## config.mk

```make
export PLATFORM = sky130hd
export DESIGN_NAME = motor_command_frame_encoder_core
export DESIGN_NICKNAME = d
export VERILOG_FILES = /design/src/rtl/core/mcfe_pkg.sv /design/src/rtl/core/mcfe_check.sv /design/src/rtl/core/mcfe_quant_lane.sv /design/src/rtl/core/mcfe_f32_lane.sv /design/src/rtl/core/motor_command_frame_encoder_core.sv
export VERILOG_INCLUDE_DIRS = /design/src /design/src/rtl/core
export SDC_FILE = /design/constraint.sdc
export NUM_CORES = 2
export LEC_CHECK = 0
export BUFFER_PORTS_ARGS = -buffer_cell sky130_fd_sc_hd__buf_2
export CAP_MARGIN = 10
export CORE_ASPECT_RATIO = 2
export CORE_MARGIN = 1
export CORE_UTILIZATION = 60
export DETAILED_ROUTE_END_ITERATION = 6
export HOLD_SLACK_MARGIN = 0.12
export PLACE_DENSITY = 0.88
export SETUP_SLACK_MARGIN = 0.4
export SYNTH_ARGS = -nofsm -noshare
export SYNTH_HDL_FRONTEND = slang
export SYNTH_SLANG_ARGS = --single-unit
```

## constraint.sdc

```tcl
create_clock -name clk -period 20.9 [get_ports clk]
set_input_delay 3.135 -clock clk [delete_from_list [all_inputs] [get_ports clk]]
set_output_delay 3.135 -clock clk [all_outputs]
set_load 0.1 [all_outputs]
```

## src/rtl/core/motor_command_frame_encoder_core_defines.svh

```systemverilog
// Assertion macros for the motor command frame encoder.
// Each macro checks a property on the rising edge of clk while rst_n is high.
// Define ASSERT_OFF to compile the assertions out.
`ifndef MOTOR_COMMAND_FRAME_ENCODER_CORE_DEFINES_SVH
`define MOTOR_COMMAND_FRAME_ENCODER_CORE_DEFINES_SVH

`ifndef ASSERT_OFF
`define MCFE_ASSERT(lbl, prop) \
  lbl: assert property (@(posedge clk) disable iff (!rst_n) prop) \
    else $error("mcfe assertion failed");
`define MCFE_ASSERT_NXT(lbl, ante, cons) \
  lbl: assert property (@(posedge clk) disable iff (!rst_n) (ante) |=> (cons)) \
    else $error("mcfe assertion failed");
`else
`define MCFE_ASSERT(lbl, prop)
`define MCFE_ASSERT_NXT(lbl, ante, cons)
`endif

`endif

```

## src/rtl/core/mcfe_pkg.sv

```systemverilog
package mcfe_pkg;

  // Fixed sizes of the command and of the type map.
  localparam int MOTOR_COUNT = 7;
  localparam int CFG_W       = 7;
  localparam int FRAC_BITS   = 16;
  localparam int VAL_W       = 32;

  // Width for limit compares; the widest limit is 500 with FRAC_BITS fraction bits.
  localparam int CMP_W  = (FRAC_BITS + 11 > VAL_W + 1) ? FRAC_BITS + 11 : VAL_W + 1;
  // Offset from the lower limit, at most 1000 half units.
  localparam int OFF_W  = FRAC_BITS + 10;
  localparam int POS_BITS  = 16;
  localparam int GAIN_BITS = 12;
  localparam int CODE_W = POS_BITS;
  localparam int OFFX_W = OFF_W + POS_BITS;
  // Scaled offset in half units times the code range: at most 1000 * 4095.
  localparam int T_W    = 23;
  localparam int SPAN_W = 10;

  // Reciprocal scaling for the division by the span in half units.
  localparam int RCP_SH = 24;
  localparam int RCP_W  = 21;
  localparam int PROD_W = T_W + RCP_W;

  // Limits in half units.
  localparam int HALF_POS   = 25;
  localparam int HALF_VEL_S = 60;
  localparam int HALF_VEL_L = 20;
  localparam int HALF_KP    = 1000;
  localparam int HALF_KD    = 10;
  localparam int HALF_TQ_S  = 20;
  localparam int HALF_TQ_L  = 56;

  localparam int RCP_POS   = (1 << RCP_SH) / (2 * HALF_POS);
  localparam int RCP_VEL_S = (1 << RCP_SH) / (2 * HALF_VEL_S);
  localparam int RCP_VEL_L = (1 << RCP_SH) / (2 * HALF_VEL_L);
  localparam int RCP_KP    = (1 << RCP_SH) / HALF_KP;
  localparam int RCP_KD    = (1 << RCP_SH) / HALF_KD;
  localparam int RCP_TQ_S  = (1 << RCP_SH) / (2 * HALF_TQ_S);
  localparam int RCP_TQ_L  = (1 << RCP_SH) / (2 * HALF_TQ_L);

  localparam longint FIX_HALF = longint'(1) << (FRAC_BITS - 1);
  localparam int EXP_BIAS = 127 - FRAC_BITS;

  // Mode and motor type codes.
  localparam logic [1:0] MODE_MIT = 2'd0;
  localparam logic [1:0] MODE_PV  = 2'd1;
  localparam logic [1:0] TYPE_UNKNOWN = 2'd0;
  localparam logic [1:0] TYPE_SMALL   = 2'd1;
  localparam logic [1:0] TYPE_LARGE   = 2'd2;

  typedef enum logic [3:0] {
    ERR_NONE          = 4'd0,
    ERR_INDEX         = 4'd1,
    ERR_TYPE_UNKNOWN  = 4'd2,
    ERR_TYPE_MISMATCH = 4'd3,
    ERR_POSITION      = 4'd4,
    ERR_VELOCITY      = 4'd5,
    ERR_TORQUE        = 4'd6,
    ERR_KP            = 4'd7,
    ERR_KD            = 4'd8,
    ERR_MODE          = 4'd9
  } mcfe_err_t;

  typedef enum logic [2:0] {
    QTY_POS,
    QTY_VEL,
    QTY_KP,
    QTY_KD,
    QTY_TQ
  } mcfe_qty_t;

  // Load strobes of the inner pipeline stages.
  typedef struct packed {
    logic ld_b;
    logic ld_c;
  } mcfe_ld_t;

  // Upper limit in half units.
  function automatic int lim_hi2(logic is_large, mcfe_qty_t qty);
    int h;
    case (qty)
      QTY_POS: h = HALF_POS;
      QTY_VEL: h = is_large ? HALF_VEL_L : HALF_VEL_S;
      QTY_KP:  h = HALF_KP;
      QTY_KD:  h = HALF_KD;
      QTY_TQ:  h = is_large ? HALF_TQ_L : HALF_TQ_S;
      default: h = 0;
    endcase
    return h;
  endfunction

  // Lower limit in half units: gains start at zero, the rest is symmetric.
  function automatic int lim_lo2(logic is_large, mcfe_qty_t qty);
    int h;
    case (qty)
      QTY_KP:  h = 0;
      QTY_KD:  h = 0;
      default: h = -lim_hi2(is_large, qty);
    endcase
    return h;
  endfunction

  function automatic logic signed [CMP_W-1:0] half_to_fix(int half);
    return CMP_W'(longint'(half) * FIX_HALF);
  endfunction

  function automatic logic signed [CMP_W-1:0] lim_hi(logic is_large, mcfe_qty_t qty);
    return half_to_fix(lim_hi2(is_large, qty));
  endfunction

  function automatic logic signed [CMP_W-1:0] lim_lo(logic is_large, mcfe_qty_t qty);
    return half_to_fix(lim_lo2(is_large, qty));
  endfunction

  // Span in half units.
  function automatic logic [SPAN_W-1:0] span_sel(logic is_large, mcfe_qty_t qty);
    return SPAN_W'(lim_hi2(is_large, qty) - lim_lo2(is_large, qty));
  endfunction

  function automatic logic [RCP_W-1:0] rcp_sel(logic is_large, mcfe_qty_t qty);
    int r;
    case (qty)
      QTY_POS: r = RCP_POS;
      QTY_VEL: r = is_large ? RCP_VEL_L : RCP_VEL_S;
      QTY_KP:  r = RCP_KP;
      QTY_KD:  r = RCP_KD;
      QTY_TQ:  r = is_large ? RCP_TQ_L : RCP_TQ_S;
      default: r = 0;
    endcase
    return RCP_W'(r);
  endfunction

endpackage

```

## src/rtl/core/mcfe_check.sv

```systemverilog
module mcfe_check import mcfe_pkg::*; (
  input  logic [2:0]              slot_index,
  input  logic [1:0]              motor_kind,
  input  logic [1:0]              mode,
  input  logic signed [VAL_W-1:0] position,
  input  logic signed [VAL_W-1:0] velocity,
  input  logic signed [VAL_W-1:0] stiffness_gain,
  input  logic signed [VAL_W-1:0] damping_gain,
  input  logic signed [VAL_W-1:0] torque,
  input  logic [CFG_W-1:0]        cfg_types,
  output mcfe_err_t               err
);

  function automatic logic in_lim(logic signed [VAL_W-1:0] v, logic big, mcfe_qty_t qty);
    logic signed [CMP_W-1:0] vx;
    vx = CMP_W'(v);
    return (vx >= lim_lo(big, qty)) && (vx <= lim_hi(big, qty));
  endfunction

  logic                    is_large;
  logic                    want_small;
  logic [1:0]              want_type;
  logic signed [CMP_W-1:0] vel_x;
  logic                    vel_ok;

  // Limits follow the commanded type; it equals the mapped type once checked.
  assign is_large   = (motor_kind == TYPE_LARGE);
  assign want_small = ({1'b0, slot_index} < 4'(CFG_W)) && cfg_types[slot_index];
  assign want_type  = want_small ? TYPE_SMALL : TYPE_LARGE;
  assign vel_x      = CMP_W'(velocity);

  // Position-velocity mode needs a strictly positive velocity limit.
  always_comb begin
    if (mode == MODE_PV) begin
      vel_ok = !vel_x[CMP_W-1] && (vel_x != CMP_W'(0)) &&
               (vel_x <= lim_hi(is_large, QTY_VEL));
    end else begin
      vel_ok = in_lim(velocity, is_large, QTY_VEL);
    end
  end

  // First failing check wins.
  always_comb begin
    if ({1'b0, slot_index} >= 4'(MOTOR_COUNT)) begin
      err = ERR_INDEX;
    end else if (motor_kind == TYPE_UNKNOWN) begin
      err = ERR_TYPE_UNKNOWN;
    end else if (motor_kind != want_type) begin
      err = ERR_TYPE_MISMATCH;
    end else if (!in_lim(position, is_large, QTY_POS)) begin
      err = ERR_POSITION;
    end else if (!vel_ok) begin
      err = ERR_VELOCITY;
    end else if (mode == MODE_MIT && !in_lim(torque, is_large, QTY_TQ)) begin
      err = ERR_TORQUE;
    end else if (mode == MODE_MIT && !in_lim(stiffness_gain, is_large, QTY_KP)) begin
      err = ERR_KP;
    end else if (mode == MODE_MIT && !in_lim(damping_gain, is_large, QTY_KD)) begin
      err = ERR_KD;
    end else if (mode != MODE_MIT && mode != MODE_PV) begin
      err = ERR_MODE;
    end else begin
      err = ERR_NONE;
    end
  end

endmodule

```

## src/rtl/core/mcfe_quant_lane.sv

```systemverilog
module mcfe_quant_lane import mcfe_pkg::*; (
  input  logic                    clk,
  input  logic signed [VAL_W-1:0] value,
  input  mcfe_qty_t               qty,
  input  logic                    is_large,
  input  mcfe_ld_t                ld,
  output logic [CODE_W-1:0]       code
);

  logic signed [CMP_W-1:0] diff;
  logic [OFF_W-1:0]        off;
  logic [OFFX_W-1:0]       offx;
  logic [T_W-1:0]          t_b_nxt;
  logic [T_W-1:0]          t_b_r;
  logic                    large_b_r;
  logic [PROD_W-1:0]       prod;
  logic [CODE_W-1:0]       q0_c_r;
  logic [T_W-1:0]          t_c_r;
  logic                    large_c_r;
  logic [SPAN_W-1:0]       span;
  logic [T_W-1:0]          rem;

  // Offset from the lower limit times the code range, in half units.
  // The value is in range whenever the code is used.
  assign diff = CMP_W'(value) - lim_lo(is_large, qty);
  assign off  = diff[OFF_W-1:0];
  always_comb begin
    if (qty == QTY_POS) begin
      offx = (OFFX_W'(off) << POS_BITS) - OFFX_W'(off);
    end else begin
      offx = (OFFX_W'(off) << GAIN_BITS) - OFFX_W'(off);
    end
  end
  assign t_b_nxt = offx[FRAC_BITS-1 +: T_W];

  always_ff @(posedge clk) begin
    if (ld.ld_b) begin
      t_b_r     <= t_b_nxt;
      large_b_r <= is_large;
    end
  end

  // Quotient estimate by the reciprocal of the span; at most one low.
  assign prod = PROD_W'(t_b_r) * PROD_W'(rcp_sel(large_b_r, qty));

  always_ff @(posedge clk) begin
    if (ld.ld_c) begin
      q0_c_r    <= prod[RCP_SH +: CODE_W];
      t_c_r     <= t_b_r;
      large_c_r <= large_b_r;
    end
  end

  // Correct the estimate by the remainder.
  assign span = span_sel(large_c_r, qty);
  assign rem  = t_c_r - T_W'(T_W'(q0_c_r) * T_W'(span));
  assign code = (rem >= T_W'(span)) ? q0_c_r + CODE_W'(1) : q0_c_r;

endmodule

```

## src/rtl/core/mcfe_f32_lane.sv

```systemverilog
module mcfe_f32_lane import mcfe_pkg::*; (
  input  logic                    clk,
  input  logic signed [VAL_W-1:0] value,
  input  mcfe_ld_t                ld,
  output logic [31:0]             bytes_le
);

  logic        neg;
  logic [31:0] mag;
  logic [4:0]  lead;
  logic [31:0] mag_b_r;
  logic [4:0]  lead_b_r;
  logic        neg_b_r;
  logic        zero_b_r;
  logic [31:0] norm;
  logic [31:0] norm_c_r;
  logic [4:0]  lead_c_r;
  logic        neg_c_r;
  logic        zero_c_r;
  logic [23:0] mant;
  logic        round_up;
  logic [24:0] rsum;
  logic [23:0] mant_f;
  logic [5:0]  lead_f;
  logic [7:0]  expo;
  logic [31:0] f32;

  // Magnitude and position of its leading one.
  assign neg = value[VAL_W-1];
  assign mag = neg ? (~32'(value) + 32'd1) : 32'(value);
  always_comb begin
    lead = 5'd0;
    for (int i = 0; i < 32; i++) begin
      if (mag[i]) begin
        lead = 5'(i);
      end
    end
  end

  always_ff @(posedge clk) begin
    if (ld.ld_b) begin
      mag_b_r  <= mag;
      lead_b_r <= lead;
      neg_b_r  <= neg;
      zero_b_r <= (mag == 32'd0);
    end
  end

  // Normalize so the leading one sits in bit 31.
  assign norm = mag_b_r << (5'd31 - lead_b_r);

  always_ff @(posedge clk) begin
    if (ld.ld_c) begin
      norm_c_r <= norm;
      lead_c_r <= lead_b_r;
      neg_c_r  <= neg_b_r;
      zero_c_r <= zero_b_r;
    end
  end

  // Round to nearest even; a carry out renormalizes by one place.
  assign mant     = norm_c_r[31:8];
  assign round_up = norm_c_r[7] && ((|norm_c_r[6:0]) || mant[0]);
  assign rsum     = {1'b0, mant} + 25'(round_up);
  always_comb begin
    if (rsum[24]) begin
      mant_f = rsum[24:1];
      lead_f = {1'b0, lead_c_r} + 6'd1;
    end else begin
      mant_f = rsum[23:0];
      lead_f = {1'b0, lead_c_r};
    end
  end
  assign expo = 8'(lead_f) + 8'(EXP_BIAS);
  assign f32  = zero_c_r ? 32'd0 : {neg_c_r, expo, mant_f[22:0]};

  // Little-endian byte order in the frame.
  assign bytes_le = {f32[7:0], f32[15:8], f32[23:16], f32[31:24]};

endmodule

```

## src/rtl/core/motor_command_frame_encoder_core.sv

```systemverilog
// Motor command frame encoder. Each input word is one motor command; each
// yields exactly one output word with an 8-byte frame and an error code, in
// order. The block is a four-register pipeline (input, check/offset,
// reciprocal multiply and normalize, output) that takes one word every
// cycle unless in_stall is high. in_stall rises only when all four
// registers hold words and the output is stalled. The type map register
// (cfg_wdata, reset value 120) is written with cfg_we; the user must write it
// only while no command is in flight, as the block does not enforce this.
`include "motor_command_frame_encoder_core_defines.svh"

module motor_command_frame_encoder_core import mcfe_pkg::*; (
  input  logic                    clk,
  input  logic                    rst_n,
  input  logic                    cfg_we,
  input  logic [CFG_W-1:0]        cfg_wdata,
  input  logic                    in_valid,
  output logic                    in_stall,
  input  logic [2:0]              in_slot_index,
  input  logic [1:0]              in_motor_kind,
  input  logic [1:0]              in_mode,
  input  logic signed [VAL_W-1:0] in_position,
  input  logic signed [VAL_W-1:0] in_velocity,
  input  logic signed [VAL_W-1:0] in_stiffness_gain,
  input  logic signed [VAL_W-1:0] in_damping_gain,
  input  logic signed [VAL_W-1:0] in_torque,
  output logic                    out_valid,
  input  logic                    out_stall,
  output logic [31:0]             out_frame_high,
  output logic [31:0]             out_frame_low,
  output logic [3:0]              out_error_code
);

  logic [CFG_W-1:0] cfg_types_r;

  logic a_v_r, b_v_r, c_v_r, d_v_r;
  logic a_rdy, b_rdy, c_rdy, d_rdy;
  logic a_ld, b_ld, c_ld, d_ld;
  mcfe_ld_t ld;

  logic [2:0]              a_index_r;
  logic [1:0]              a_type_r;
  logic [1:0]              a_mode_r;
  logic signed [VAL_W-1:0] a_pos_r;
  logic signed [VAL_W-1:0] a_vel_r;
  logic signed [VAL_W-1:0] a_kp_r;
  logic signed [VAL_W-1:0] a_kd_r;
  logic signed [VAL_W-1:0] a_tq_r;
  logic                    a_large;

  mcfe_err_t  err_b_nxt;
  mcfe_err_t  err_b_r, err_c_r, err_d_r;
  logic [1:0] mode_b_r, mode_c_r;

  logic [CODE_W-1:0] pos_code, vel_code, kp_code, kd_code, tq_code;
  logic [31:0]       pos_f32, vel_f32;
  logic [31:0]       frame_high_nxt, frame_low_nxt;
  logic [31:0]       frame_high_r, frame_low_r;
  logic              out_frame_zero;

  // Type map register.
  always_ff @(posedge clk) begin
    if (!rst_n) begin
      cfg_types_r <= CFG_W'(120);
    end else if (cfg_we) begin
      cfg_types_r <= cfg_wdata;
    end
  end

  // Pipeline flow: a stage loads when it is empty or its word moves on.
  assign d_rdy = !d_v_r || !out_stall;
  assign c_rdy = !c_v_r || d_rdy;
  assign b_rdy = !b_v_r || c_rdy;
  assign a_rdy = !a_v_r || b_rdy;
  assign a_ld  = in_valid && a_rdy;
  assign b_ld  = a_v_r && b_rdy;
  assign c_ld  = b_v_r && c_rdy;
  assign d_ld  = c_v_r && d_rdy;
  assign ld.ld_b = b_ld;
  assign ld.ld_c = c_ld;
  assign in_stall = !a_rdy;

  always_ff @(posedge clk) begin
    if (!rst_n) begin
      a_v_r <= 1'b0;
      b_v_r <= 1'b0;
      c_v_r <= 1'b0;
      d_v_r <= 1'b0;
    end else begin
      a_v_r <= a_ld || (a_v_r && !b_ld);
      b_v_r <= b_ld || (b_v_r && !c_ld);
      c_v_r <= c_ld || (c_v_r && !d_ld);
      d_v_r <= d_ld || (d_v_r && out_stall);
    end
  end

  // Input register.
  always_ff @(posedge clk) begin
    if (a_ld) begin
      a_index_r <= in_slot_index;
      a_type_r  <= in_motor_kind;
      a_mode_r  <= in_mode;
      a_pos_r   <= in_position;
      a_vel_r   <= in_velocity;
      a_kp_r    <= in_stiffness_gain;
      a_kd_r    <= in_damping_gain;
      a_tq_r    <= in_torque;
    end
  end

  assign a_large = (a_type_r == TYPE_LARGE);

  // Index, type and limit checks.
  mcfe_check u_check (
    .slot_index     (a_index_r),
    .motor_kind     (a_type_r),
    .mode           (a_mode_r),
    .position       (a_pos_r),
    .velocity       (a_vel_r),
    .stiffness_gain (a_kp_r),
    .damping_gain   (a_kd_r),
    .torque         (a_tq_r),
    .cfg_types      (cfg_types_r),
    .err            (err_b_nxt)
  );

  // Error code and mode travel alongside the lanes.
  always_ff @(posedge clk) begin
    if (b_ld) begin
      err_b_r  <= err_b_nxt;
      mode_b_r <= a_mode_r;
    end
    if (c_ld) begin
      err_c_r  <= err_b_r;
      mode_c_r <= mode_b_r;
    end
  end

  // MIT code lanes.
  mcfe_quant_lane u_q_pos (
    .clk (clk), .value (a_pos_r), .qty (QTY_POS), .is_large (a_large), .ld (ld),
    .code (pos_code)
  );
  mcfe_quant_lane u_q_vel (
    .clk (clk), .value (a_vel_r), .qty (QTY_VEL), .is_large (a_large), .ld (ld),
    .code (vel_code)
  );
  mcfe_quant_lane u_q_kp (
    .clk (clk), .value (a_kp_r), .qty (QTY_KP), .is_large (a_large), .ld (ld),
    .code (kp_code)
  );
  mcfe_quant_lane u_q_kd (
    .clk (clk), .value (a_kd_r), .qty (QTY_KD), .is_large (a_large), .ld (ld),
    .code (kd_code)
  );
  mcfe_quant_lane u_q_tq (
    .clk (clk), .value (a_tq_r), .qty (QTY_TQ), .is_large (a_large), .ld (ld),
    .code (tq_code)
  );

  // Float lanes for position-velocity mode.
  mcfe_f32_lane u_f_pos (
    .clk (clk), .value (a_pos_r), .ld (ld), .bytes_le (pos_f32)
  );
  mcfe_f32_lane u_f_vel (
    .clk (clk), .value (a_vel_r), .ld (ld), .bytes_le (vel_f32)
  );

  // Frame assembly; any error gives an all-zero frame.
  always_comb begin
    frame_high_nxt = 32'd0;
    frame_low_nxt  = 32'd0;
    if (err_c_r == ERR_NONE) begin
      case (mode_c_r)
        MODE_MIT: begin
          frame_high_nxt = {pos_code, vel_code[GAIN_BITS-1:0], kp_code[11:8]};
          frame_low_nxt  = {kp_code[7:0], kd_code[GAIN_BITS-1:0], tq_code[GAIN_BITS-1:0]};
        end
        MODE_PV: begin
          frame_high_nxt = pos_f32;
          frame_low_nxt  = vel_f32;
        end
        default: begin
          frame_high_nxt = 32'd0;
          frame_low_nxt  = 32'd0;
        end
      endcase
    end
  end

  // Output register.
  always_ff @(posedge clk) begin
    if (d_ld) begin
      frame_high_r <= frame_high_nxt;
      frame_low_r  <= frame_low_nxt;
      err_d_r      <= err_c_r;
    end
  end

  assign out_valid      = d_v_r;
  assign out_frame_high = frame_high_r;
  assign out_frame_low  = frame_low_r;
  assign out_error_code = err_d_r;

  assign out_frame_zero = (out_frame_high == 32'd0) && (out_frame_low == 32'd0);

  // A failed command never carries frame data.
  `MCFE_ASSERT(a_err_frame_zero, out_valid && (out_error_code != ERR_NONE) |-> out_frame_zero)
  // Only defined error codes leave the block.
  `MCFE_ASSERT(a_err_code_range, out_valid |-> (out_error_code <= ERR_MODE))
  // Input stalls only when every stage is full and the output is held.
  `MCFE_ASSERT(a_stall_full, in_stall |-> a_v_r && b_v_r && c_v_r && d_v_r && out_stall)
  // A word accepted at the input occupies the input register next cycle.
  `MCFE_ASSERT_NXT(a_accept_fills, in_valid && !in_stall, a_v_r)

endmodule
```

Word level (Yosys, flattened, before mapping) --
Index checks and enable logic that the tools add are counted.
Operators by class: $add $sub $neg 37, $mul 10, divide/modulo/power cells 0, order comparisons 19, equal/unequal tests 5, shifts and indexed selects 2, multiplexer cells 138, bitwise logic cells 4, reductions and logical operators 65
Operators by type and width (number):
- $mux W18 | 45
- $le A32 B33 Y1 | 6
- $sub A38 B26 Y38 | 5
- $ge A32 B33 Y1 | 5
- $mux W4 | 34
- $mux W32 | 4
- $pmux W32 S2 | 2
- $sub A23 B23 Y23 | 5
- $mul A23 B21 Y40 | 2
- $add A32 B1 Y32 const B | 2
- $logic_not A32 Y1 | 2
- $not A32 Y32 | 2
- $shl A32 B5 Y32 | 2
- $mux W3 | 20
- $neg A18 Y18 | 3
- $sub A26 B26 Y26 | 2
- $add A24 B1 Y25 | 2
- $add A12 B1 Y12 const B | 4
- $mux W12 | 4
- $ge A23 B10 Y1 | 2
- $mul A16 B10 Y23 | 2
- $mux W23 | 2
- $mul A23 B21 Y40 const B | 1
- $mul A23 B15 Y38 const B | 1
- other kinds (42) | 121
Storage, ports and cells: register bits 724, latch bits 0, RAM bits 0, ROM bits 0, input port bits 179, output and inout port bits 70, memories kept 0

Longest topological paths before layout --
depth after elaboration 56, mapped depth 32

By module --
Synthesis repeated with hierarchy kept, for this count alone.
Unflattened totals: cell total of the unflattened synthesis 14952, area total of the unflattened synthesis 143548.9 um2
Modules (own cells, without submodules):
- mcfe_quant_lane (u_q_pos) | instances 1, cells each 2643, area each 24352.1 um2, seq. area each 1921.8 um2
- mcfe_quant_lane (u_q_tq) | instances 1, cells each 2645, area each 24298.3 um2, seq. area each 1921.8 um2
- mcfe_quant_lane (u_q_vel) | instances 1, cells each 2601, area each 23959.2 um2, seq. area each 1921.8 um2
- mcfe_quant_lane (u_q_kp) | instances 1, cells each 2547, area each 23889.2 um2, seq. area each 1921.8 um2
- mcfe_quant_lane (u_q_kd) | instances 1, cells each 2510, area each 23651.4 um2, seq. area each 1921.8 um2
- mcfe_f32_lane | instances 2, cells each 711, area each 6587.6 um2, seq. area each 2342.2 um2
- motor_command_frame_encoder_core | instances 1, cells each 442, area each 9268.9 um2, seq. area each 7637.3 um2
- mcfe_check | instances 1, cells each 142, area each 954.7 um2, seq. area each 0.0 um2

Worst setup path before layout --
OpenSTA, ideal clock, no wires.
path kind in2reg, start input out_stall, end register err_b_r[0], enable pin, library setup time 1066 ps, arrival time 17732 ps, path slack 2102 ps, stages 2, buffers on the path 0, path through and3_1 -> a21boi_0
Between the ends: longest elaborated chain between the ends 5
RTL lines:
- start, declared | line motor_command_frame_encoder_core.sv:27 | input logic out_stall,
- $logic_not A1 Y1 | line motor_command_frame_encoder_core.sv:70 | assign d_rdy = !d_v_r || !out_stall;
- $logic_or A1 B1 Y1 | line motor_command_frame_encoder_core.sv:70
- $logic_or A1 B1 Y1 | line motor_command_frame_encoder_core.sv:71 | assign c_rdy = !c_v_r || d_rdy;
- $logic_or A1 B1 Y1 | line motor_command_frame_encoder_core.sv:72 | assign b_rdy = !b_v_r || c_rdy;
- $logic_and A1 B1 Y1 | line motor_command_frame_encoder_core.sv:75 | assign b_ld = a_v_r && b_rdy;
- via b_ld | line motor_command_frame_encoder_core.sv:37 | logic a_ld, b_ld, c_ld, d_ld;
- end signal, assigned | line motor_command_frame_encoder_core.sv:129 | err_b_r <= err_b_nxt;
- end, declared | line motor_command_frame_encoder_core.sv:51 | mcfe_err_t err_b_r, err_c_r, err_d_r;
The timed path passes the listed nets, and every way through them passes these cells. A chain may end at the register's enable or synchronous reset.

==> summary.md <==
| Metric | Value |
|---|---|
| Setup-failing EPs final | 0 |
| Most common cell in the synthesized netlist | inv_1 |
| Aggregate negative setup slack | 0 ns |
| Clk buf depth | 3 |
| Syn_area_per_cell | 10.4 um^2 |
| Violated checks | DRC |
| Unrepaired setup endpoints after global routing | false |
| Area share of the leading cell type in the synthesized netlist | 0.260 |
| Fin crit share | 0.383 |
| # DRC | 1 |
| Synth-to-Final Area Change | 7.21% |
| Critical path class | reg -> reg |
| Vias | 58600 |
| Critical-path cell list | buf_4, nor2b_1, ha_1, inv_1, fa_1, fa_1, fa_1, fa_1, inv_1, fa_1, ha_1, a21oi_1, o2111ai_1, a21o_1, a32oi_1, a31oi_1, a221o_1, a41o_1, o41ai_1, nor2b_1, o21a_1, nor2_1, xnor2_1 |
| Final Hold Violating Endpoints | 0 |
| Std-Cell Rows | 191 |
| Die ar. | 0.138 mm^2 |
| CTS clock-pin slew for the worst setup and hold paths | 0.08 ns |
| Fin. max-slew vios | 0 |
| Critical Path Start | u_q_vel.large_b_r |
| Worst path max stage delay | 0.75 ns |
| Achievable frequency | 125 MHz |
| Fill cells | 10200 |
| Remaining global-route overflow | 0 |
| Crit path capture | u_q_tq.q0_c_r[15] |
| Global-route wire length before repair | 337000 um |
| CP arrival | 8.45 ns |
| Cell accounting for the most synthesized area | edfxtp_1 |
| CP Capture Type | flip-flop |
| Mapped cell area | 0.0819 mm^2 |
| CTS Root Cell | clkbuf_16 |
| Max Cap Violations | 0 |
| Total GRT Usage | 0.319 |
| DRT Pass-1 Iters | 7 |
| Hpwl dp | 182000 um |
| CTS Buf Count | 72 |
| Multi-input combinational cell area | 0.0537 mm^2 |
| Final ANT Viol Nets | 0 |
| IO Port Bufs | 248 |
| Status | finished with violations |
| TritonCTS Sinks | 719 |
| Data required, critical path | 21.35 ns |
| Critical path peak fanout | 90 |
| R2R Path Start | u_q_vel.large_b_r |
| Number of distinct library cells after synthesis | 103 |
| Post-synth ARST share | 0 |
| Number of synthesized flops with an enable pin | 708 |
| Register area | 0.0215 mm^2 |
| Clk_lat worst skew | 0.71 ns |
| Total I/O pin count | 249 |
| Htree depth | 3 |
| Fin Clk Skew | 0.0411 ns |
| Yosys warns | 0 |
| Post-CTS sizing | 0 |
| Cell repeated most along the worst path | fa_1 |
| Least-Margin Pin Slew | 1.19 ns |
| Largest cells by area after synthesis | edfxtp_1, fa_1, ha_1 |
| Gp weighted congestion | 1.03 |
| Flip-flop and latch count after synthesis | 719 |
| CP Launch Type | flip-flop |
| Synth Instances | 7859 |
| Starting Density | 0.605 |
| Predominant post-synthesis flop cell | edfxtp_1 |
| Vias in the first global route | 63800 |
| Largest net degree at the start of global routing | 168 |
| Vias per Instance | 5.90 |
| R2R depth | 23 |
| Initial antenna violation count | 21 |
| Wirelength per Cell | 21.8 um |
| Layout cells sized above 1 | 0.0635 |
| Worst hold path class | reg -> reg |
| Worst R2R End | u_q_tq.q0_c_r[15] |
| Core region area | 0.135 mm^2 |
| R2R Setup Slk | 12.90 ns |
| Die Wd | 263 um |
| Headroom to the max-slew limit | 0.198 |
| Final net count | 10500 |
| Initial DRC count | 3548 |
| Die H | 524 um |
| Hold_buf cts | 0 |
| Post-CTS setup buffers | 0 |
| Slowest stage cell, crit path | buf_4 |
| Most common library cells after synthesis | inv_1, ha_1, fa_1 |
| Final min period | 8.00 ns |
| Post-synthesis sequential area ratio | 0.262 |
| DRT Wirelength | 217000 um |
| CTS tree | yes |
==> layer usage <==
| metal | GRT usage | share of wire | vias up |
|---|---|---|---|
| li1 | - | - | 26900 |
| met1 | 0.306 | 0.32 | 28500 |
| met2 | 0.605 | 0.53 | 2131 |
| met3 | 0.0453 | 0.050 | 1007 |
| met4 | 0.256 | 0.092 | 30 |
| met5 | 0 | 0.00090 | - |
==> layout by cell type (no fill, tap or decap), drive strengths merged, types with 19 or more instances in the layout <==
| cell type | synthesis | routed |
|---|---|---|
| a211oi | 43 | 43 |
| a21boi | 25 | 25 |
| a21o | 77 | 77 |
| a21oi | 274 | 274 |
| a31oi | 40 | 40 |
| and2 | 62 | 62 |
| and3 | 43 | 43 |
| buf | 28 | 276 |
| clkbuf | 90 | 82 |
| clkinv | 0 | 19 |
| conb | 2 | 45 |
| edfxtp | 708 | 708 |
| fa | 870 | 870 |
| ha | 1283 | 1283 |
| inv | 1713 | 1727 |
| mux2 | 34 | 34 |
| mux2i | 102 | 102 |
| nand2 | 350 | 350 |
| nand2b | 60 | 60 |
| nand3 | 123 | 123 |
| nand4 | 73 | 73 |
| nor2 | 370 | 370 |
| nor2b | 91 | 91 |
| nor3 | 112 | 112 |
| nor4 | 49 | 49 |
| o211ai | 28 | 28 |
| o21a | 57 | 57 |
| o21ai | 249 | 249 |
| o21bai | 26 | 26 |
| o22ai | 59 | 59 |
| o31ai | 37 | 37 |
| or2 | 31 | 31 |
| or3 | 34 | 34 |
| or4 | 22 | 22 |
| xnor2 | 313 | 313 |
| xor2 | 133 | 133 |
==> worst max-delay path, delay by kind of cell (launching register included) <==
family	cells	cell delay [ns]
buffers and inverters	3	0.97
xor gates and xnor gates	1	0.07
and+or+nand+nor	3	0.62
AOI/OAI and AO/OA	9	2.33
DFF	1	0.32
adders and majority gates	7	3.39
==> through the flow <==
step	utilization	std cells	cell area [um^2]	setup slack (ns)	hold WS, ns
6_report	0.649	9936	87800	12.90	0.415
3_5_place_dp	0.630	9797	85200	12.89	0.405
2_1_floorplan	-	7902	82000	2.10	0.400
5_1_grt	0.649	9935	87800	12.46	0.425
3_3_place_gp	0.630	9797	85200	12.94	0.401
4_1_cts	0.649	9928	87700	12.84	0.418
==> final cells by class <==
cell class,count,area share
Sequential cell,719,0.245
Multi-Input combinational cell,5352,0.612
Antenna cell,8,0.000228
Clock buffer,82,0.0213
Tap cell,1737,0.0248
Timing Repair Buffer,276,0.0167
Inverter,1713,0.0733
Clock inverter,49,0.00721
==> logic make-up after synthesis <==
kind of cell	after synthesis	share of synthesized area
DFF	719	0.262
and+or+nand+nor	1477	0.0898
AOI/OAI and AO/OA	1078	0.0849
muxes	153	0.0218
xor gates and xnor gates	446	0.0478
adders and majority gates	2153	0.409
buffers and inverters	1831	0.0843
other	2	0.0000917
==> how the worst min path moves through the flow <==
stage	startpoint	slack [ns]	endpoint	depth (start not counted)
floorplan	err_b_r[0]	0.40	err_c_r[0]	0
global placement	mode_b_r[0]	0.40	mode_c_r[0]	0
detailed placement	mode_b_r[0]	0.41	mode_c_r[0]	0
CTS	mode_b_r[0]	0.42	mode_c_r[0]	0
global route	mode_b_r[0]	0.42	mode_c_r[0]	0
finish	mode_b_r[0]	0.42	mode_c_r[0]	0
Power is not shown: default switching activity piles up to over one toggle a cycle in this logic, so the estimate is an artifact.
